$ cat src/rtl/matrix_power_column_dominance_assert.svh
// assertion macros used by the top rtl file
`ifndef MATRIX_POWER_COLUMN_DOMINANCE_ASSERT_SVH
`define MATRIX_POWER_COLUMN_DOMINANCE_ASSERT_SVH
// implication checked at every rising edge outside reset
`define MPCD_ASSERT_IMP(label, clk, rst_n, ante, cons) \
  label: assert property (@(posedge clk) disable iff (!rst_n) (ante) |-> (cons)) \
    else $error("assertion failed");
// next-cycle implication
`define MPCD_ASSERT_NXT(label, clk, rst_n, ante, cons) \
  label: assert property (@(posedge clk) disable iff (!rst_n) (ante) |=> (cons)) \
    else $error("assertion failed");
`endif

$ cat src/rtl/mpcd_pkg.sv
// ---------------------------------------------------------------------------
// mpcd_pkg: shared types and constants
// column dominance of matrix powers, Q16.16 fixed point
// ---------------------------------------------------------------------------
`timescale 1ns / 1ps
package mpcd_pkg;
  localparam int MaxSize   = 16;
  localparam int IdxBits   = $clog2(MaxSize);
  localparam int AddrBits  = 2 * IdxBits;
  localparam int ValueBits = 32;
  localparam int FracBits  = 16;
  localparam int SumBits   = (ValueBits + 8 < 64) ? ValueBits + 8 : 64;
  localparam int ProdBits  = 2 * ValueBits;

  localparam logic [1:0] CfgSize   = 2'd0;
  localparam logic [1:0] CfgFirst  = 2'd1;
  localparam logic [1:0] CfgSecond = 2'd2;

  localparam logic FuncWrite = 1'b0;
  localparam logic FuncStart = 1'b1;

  typedef struct packed {
    logic        func;
    logic [3:0]  row_index;
    logic [3:0]  col_index;
    logic signed [31:0] entry_value;
  } in_beat_t;

  typedef struct packed {
    logic       dominated;
    logic [4:0] deciding_round;
    logic       saturated;
  } out_beat_t;

  typedef enum logic [3:0] {
    ST_IDLE, ST_COPY, ST_SUM_A, ST_SUM_B, ST_DECIDE, ST_MAC,
    ST_MUL, ST_ACC, ST_WB, ST_MOVE, ST_DONE
  } state_t;

  // multiplier request/response between sequencer and unit
  typedef struct packed {
    logic                        go;
    logic signed [ValueBits-1:0] x;
    logic signed [ValueBits-1:0] y;
  } mul_req_t;

  typedef struct packed {
    logic signed [ValueBits-1:0] q;
    logic                        sat;
  } mul_rsp_t;
endpackage

$ cat src/rtl/mpcd_mul.sv
// ---------------------------------------------------------------------------
// mpcd_mul: shared Q16.16 multiplier
// one registered product, then truncate toward minus infinity and saturate
// ---------------------------------------------------------------------------
`timescale 1ns / 1ps
module mpcd_mul (
  input  logic              clk,
  input  mpcd_pkg::mul_req_t req,
  output mpcd_pkg::mul_rsp_t rsp
);
  logic signed [mpcd_pkg::ProdBits-1:0] prod_r;
  logic signed [mpcd_pkg::ProdBits-1:0] shf;
  localparam logic signed [mpcd_pkg::ProdBits-1:0] Top =
    mpcd_pkg::ProdBits'((64'sd1 <<< (mpcd_pkg::ValueBits - 1)) - 64'sd1);
  localparam logic signed [mpcd_pkg::ProdBits-1:0] Bot = -Top - 1;

  // product register
  always_ff @(posedge clk) begin
    if (req.go) prod_r <= req.x * req.y;
  end

  // arithmetic shift floors, then clamp
  always_comb begin
    shf = prod_r >>> mpcd_pkg::FracBits;
    rsp.sat = 1'b0;
    if (shf > Top) begin
      rsp.q = Top[mpcd_pkg::ValueBits-1:0]; rsp.sat = 1'b1;
    end else if (shf < Bot) begin
      rsp.q = Bot[mpcd_pkg::ValueBits-1:0]; rsp.sat = 1'b1;
    end else begin
      rsp.q = shf[mpcd_pkg::ValueBits-1:0];
    end
  end
endmodule

$ cat config.mk
export PLATFORM = sky130hd
export DESIGN_NAME = mpcd_mul
export DESIGN_NICKNAME = d
export VERILOG_FILES = /design/src/rtl/matrix_power_column_dominance_assert.svh /design/src/rtl/mpcd_pkg.sv /design/src/rtl/mpcd_mul.sv
export SDC_FILE = /design/constraint.sdc
export NUM_CORES = 2
export LEC_CHECK = 0
export CORE_MARGIN = 4
export CORE_UTILIZATION = 36
export CTS_CLUSTER_SIZE = 16
export DETAILED_ROUTE_END_ITERATION = 7
export DONT_BUFFER_PORTS = 1
export GPL_ROUTABILITY_DRIVEN = 0
export GPL_TIMING_DRIVEN = 0
export PLACE_DENSITY_LB_ADDON = 0.05
export SLEW_MARGIN = 30
export SYNTH_ARGS = -nofsm -noshare
export SYNTH_HDL_FRONTEND = slang
export SYNTH_SLANG_ARGS = --single-unit
$ cat constraint.sdc
create_clock -name clk -period 9.7 [get_ports clk]
set_clock_uncertainty 0.15 [all_clocks]
set_input_delay 1.94 -clock clk [delete_from_list [all_inputs] [get_ports clk]]
set_output_delay 1.94 -clock clk [all_outputs]
set_load 0.005 [all_outputs]
[Word level (Yosys, flattened, before mapping)]
Index checks and enable logic that the tools add are counted.
Word-level totals
  input port bits: 66
  output and inout port bits: 33
  word-level logic and storage cells: 7
  register bits after elaboration: 64
Cells by class
  magnitude comparators: 2
  multiplexer cells: 3
  multipliers: 1
Operator list (count)
  $mul A32 B32 Y64: 1
  $gt A48 B32 Y1 const B: 1
  $lt A48 B32 Y1 const B: 1
  $mux W33: 1
  $mux W32: 1
  $mux W1: 1

[Logic depth before layout (Yosys ltp)]
  depth after elaboration: 3
  depth in mapped cells: 28
  gate-level depth less buffers: 26

[Worst setup path after synthesis]
Ideal clock, no wire load.
  kind: input port to flip-flop
  start point: input port req[63] in the netlist's numbering
  end point: register prod_r[63] in the netlist's numbering (data pin)
  setup slack: 124 ps
  buffers on the path: 2
  library setup time: 260 ps
  cell stages on the path: 28
  data required time: 9290 ps
  arrival: 9166 ps
  cell sequence: clkbuf_1 nand2_1 inv_1 fa_1 inv_1 fa_1 inv_1 fa_1 fa_1 inv_1 fa_1 inv_1 fa_1 inv_1 fa_1 inv_1 fa_1 ha_1 clkbuf_1 a21o_1 a21o_1 a221oi_1 o21ai_0 a21oi_1 o21ai_0 a211o_1 a21oi_1 xnor2_1
On the way
  longest elaborated chain between the ends: 1
Ends and longest elaborated chain
  start, declared: RTL line mpcd_mul.sv:8  | input mpcd_pkg::mul_req_t req,
  $mul A32 B32 Y64: RTL line mpcd_mul.sv:19  | if (req.go) prod_r <= req.x * req.y;
  end signal, assigned: RTL line mpcd_mul.sv:19
  end, declared: RTL line mpcd_mul.sv:11  | logic signed [mpcd_pkg::ProdBits-1:0] prod_r;
Every way passes these cells.
A chain may end at the register's enable or synchronous reset.

[Worst setup path after layout]
  start point: input port req[41] in the netlist's numbering
  end point: register prod_r[59] in the netlist's numbering (data pin)
Same word-level chain as after synthesis.

==> results.toml <==
[worst_setup_path]
cp-startpoint = "req[41]"
path_buf_inv = 4
cp_max_fo = 10
slowest_stage = "fa_1"
crit_path_end_kind = "flop"
path_delay_family = "adder cells"
crit_type = "input pin to flop"
cp-start-kind = "input pin"
cp.required_ps = 9600
worstPathCellList = "clkbuf_1 -> and2_1 -> fa_1 -> fa_1 -> inv_1 -> fa_1 -> fa_1 -> fa_1 -> inv_1 -> fa_1 -> fa_1 -> fa_1 -> ha_1 -> buf_2 -> a211o_1 -> a21oi_1 -> o31ai_4 -> o2111a_2 -> o211a_4 -> o21a_4 -> o211a_1 -> a311o_1"
cpPeakStageDelay_ps = 650
path_depth = 22
arrival_ps = 9460
path_common_cell = "fa_1"

[min_path]
worstHoldStart = "req[64]"
worstHoldPathCells = 0
hp-class = "input pin to flop"

[run]
cap_violations = 0

[layout]
syn2layout_area_growth_pct = 6.67
largestRegisters = "prod_r x48"
largest_reg_flops = 48
top_register = "prod_r"
utilization_pct = 38.7
final_layout_size_suffix_gt1_share_pct = 5.96
nNetsFinal = 5287
design_area_mm2 = 0.0401

[detailed_routing]
dr.max_layer_used = "met4"
avgRoutedWirePerCell_um = 27.3
final_antenna_net_count = 0
routed_wl_um = 146000
vias = 26456
drc = 0
wl_met2_um = 72600
drtIter0Drc = 1753
first_pass_iters = 5
wl_met3_um = 7540
vias_per_cell = 4.94
wl_met1_um = 58100

[floorplan]
io_pins = 99
core.rowCount = 118
die_h_um = 331
die_area_mm2 = 0.110
initial_core_util_pct = 36.3
fp.dieW_um = 331
fp.coreArea_mm2 = 0.104

[cts]
cts_inserted_buffers = 5
clk_pin_slew_ps = 70
cts_num_sinks = 48
cts_hold_buf = 0
cts_root_buf = "clkbuf_16"
h-tree-depth = 2
clockBufferDepth = 2
tritoncts = "done"

[sta]
final-setup-viol-count = 0
slew_headroom_pct = 26.3
timing.fmax_mhz = 105
worst_slack_ps = 137
fin_crit_sh_pct = 98.6
finalCriticalPeriod_ps = 9560
worst_slew_pin_slew_ps = 1110
drv_slew = 0
hold_violations = 0

[synth]
synth_area_leaders = "fa_1, inv_1, and2_1"
netlist_instances = 3936
synth.distinct_cells = 67
ys_seq_elements = 48
synth_fp_nets = 5263
ys.flop_type = "edfxtp_1"
yosys.area.top_type = "fa_1"
synth.most_common_cell = "fa_1"
synthTopCellsByCount = "fa_1, inv_1, nand2_1"
synth.top_cell.area_share_pct = 57.5
yosysWarnings = 0
syn_area_mm2 = 0.0376
async_reset_ff_share_pct = 0
syn_area_per_cell_um2 = 9.56
yosysSeqAreaShare_pct = 3.83
synth-edff-count = 48

[grt]
grt_pass1_wl_um = 211000
antenna_found_initial = 14
gr-total-overflow = 0
grt_start_max_net_pins = 49
grt_pass1_vias = 29329
grt_usage_pct = 26.9

[placed_design]
dpl_worst_slack_ps = -1770
placed_cell_area_mm2 = 0.0394
io_buffers = 0
post-dp-hpwl_um = 127000

[status]
status = "finished, final reports clean"
==> stage by stage <==
step           setup TNS [ps]  hold slack, ps  cells
2_1_floorplan               0            1900   3936
3_3_place_gp           -34110            1910   5316
3_5_place_dp           -27330            1910   5319
4_1_cts                 -2.97            1580   5340
5_1_grt                 -5.30            1570   5343
6_report                    0            1600   5354
==> layer usage <==
metal	global-route usage, %	vias up
li1	-	11344
met1	34.2	14157
met2	46.6	757
met3	3.46	198
met4	10.9	0
met5	0	-
==> final timing paths <==
| path | slack [ps] | endpoint |
|---|---|---|
| worst max-delay path | 140 | prod_r[59] |
| worst min-delay path | 1600 | prod_r[57] |
==> kinds of logic after synthesis <==
| kind of cell | after synthesis | synth area share (%) |
|---|---|---|
| adders and majority gates | 1261 | 63.5 |
| AOI/OAI and AO/OA | 207 | 3.87 |
| buffers and inverters | 1185 | 11.8 |
| DFF | 48 | 3.83 |
| and+or+nand+nor | 1177 | 15.7 |
| xor gates and xnor gates | 58 | 1.35 |
==> what timing repair did <==
item / in CTS / in global routing
pin swaps: 4 / 14
setup endpoints to repair: 27 / 23
gates cloned: 0 / 0
hold endpoints to repair: 0 / 0
gates resized for setup: 109 / 163
buffers inserted: 14 / 4
==> cells in the final DEF, fill, tap and decap left out, drive strengths merged, types with 7 or more instances in the layout <==
master	n
edfxtp	48
o21bai	13
ha	180
xnor2	41
inv	971
nor3	7
fa	1081
a21oi	57
nor2b	8
nor4	8
nand2	527
nand4	15
xor2	17
nand3	18
nand2b	12
buf	37
diode	13
a21o	54
and2	510
clkbuf	192
nor2	57
o21ai	34
==> layout make-up <==
cell class,instances,area (µm²)
antenna,13,32.5
buffer,206,1030
clock buffer,5,125
clock inverter,3,42.5
fill,10850,63500
inverter,975,3680
multi-input combinational,2703,31900
sequential,48,1440
tap,1380,1730
timing repair buffer,21,175
Power is left out: the tool's default activity adds up to more than one toggle a clock period on the data nets, which glitch-free logic cannot reach.
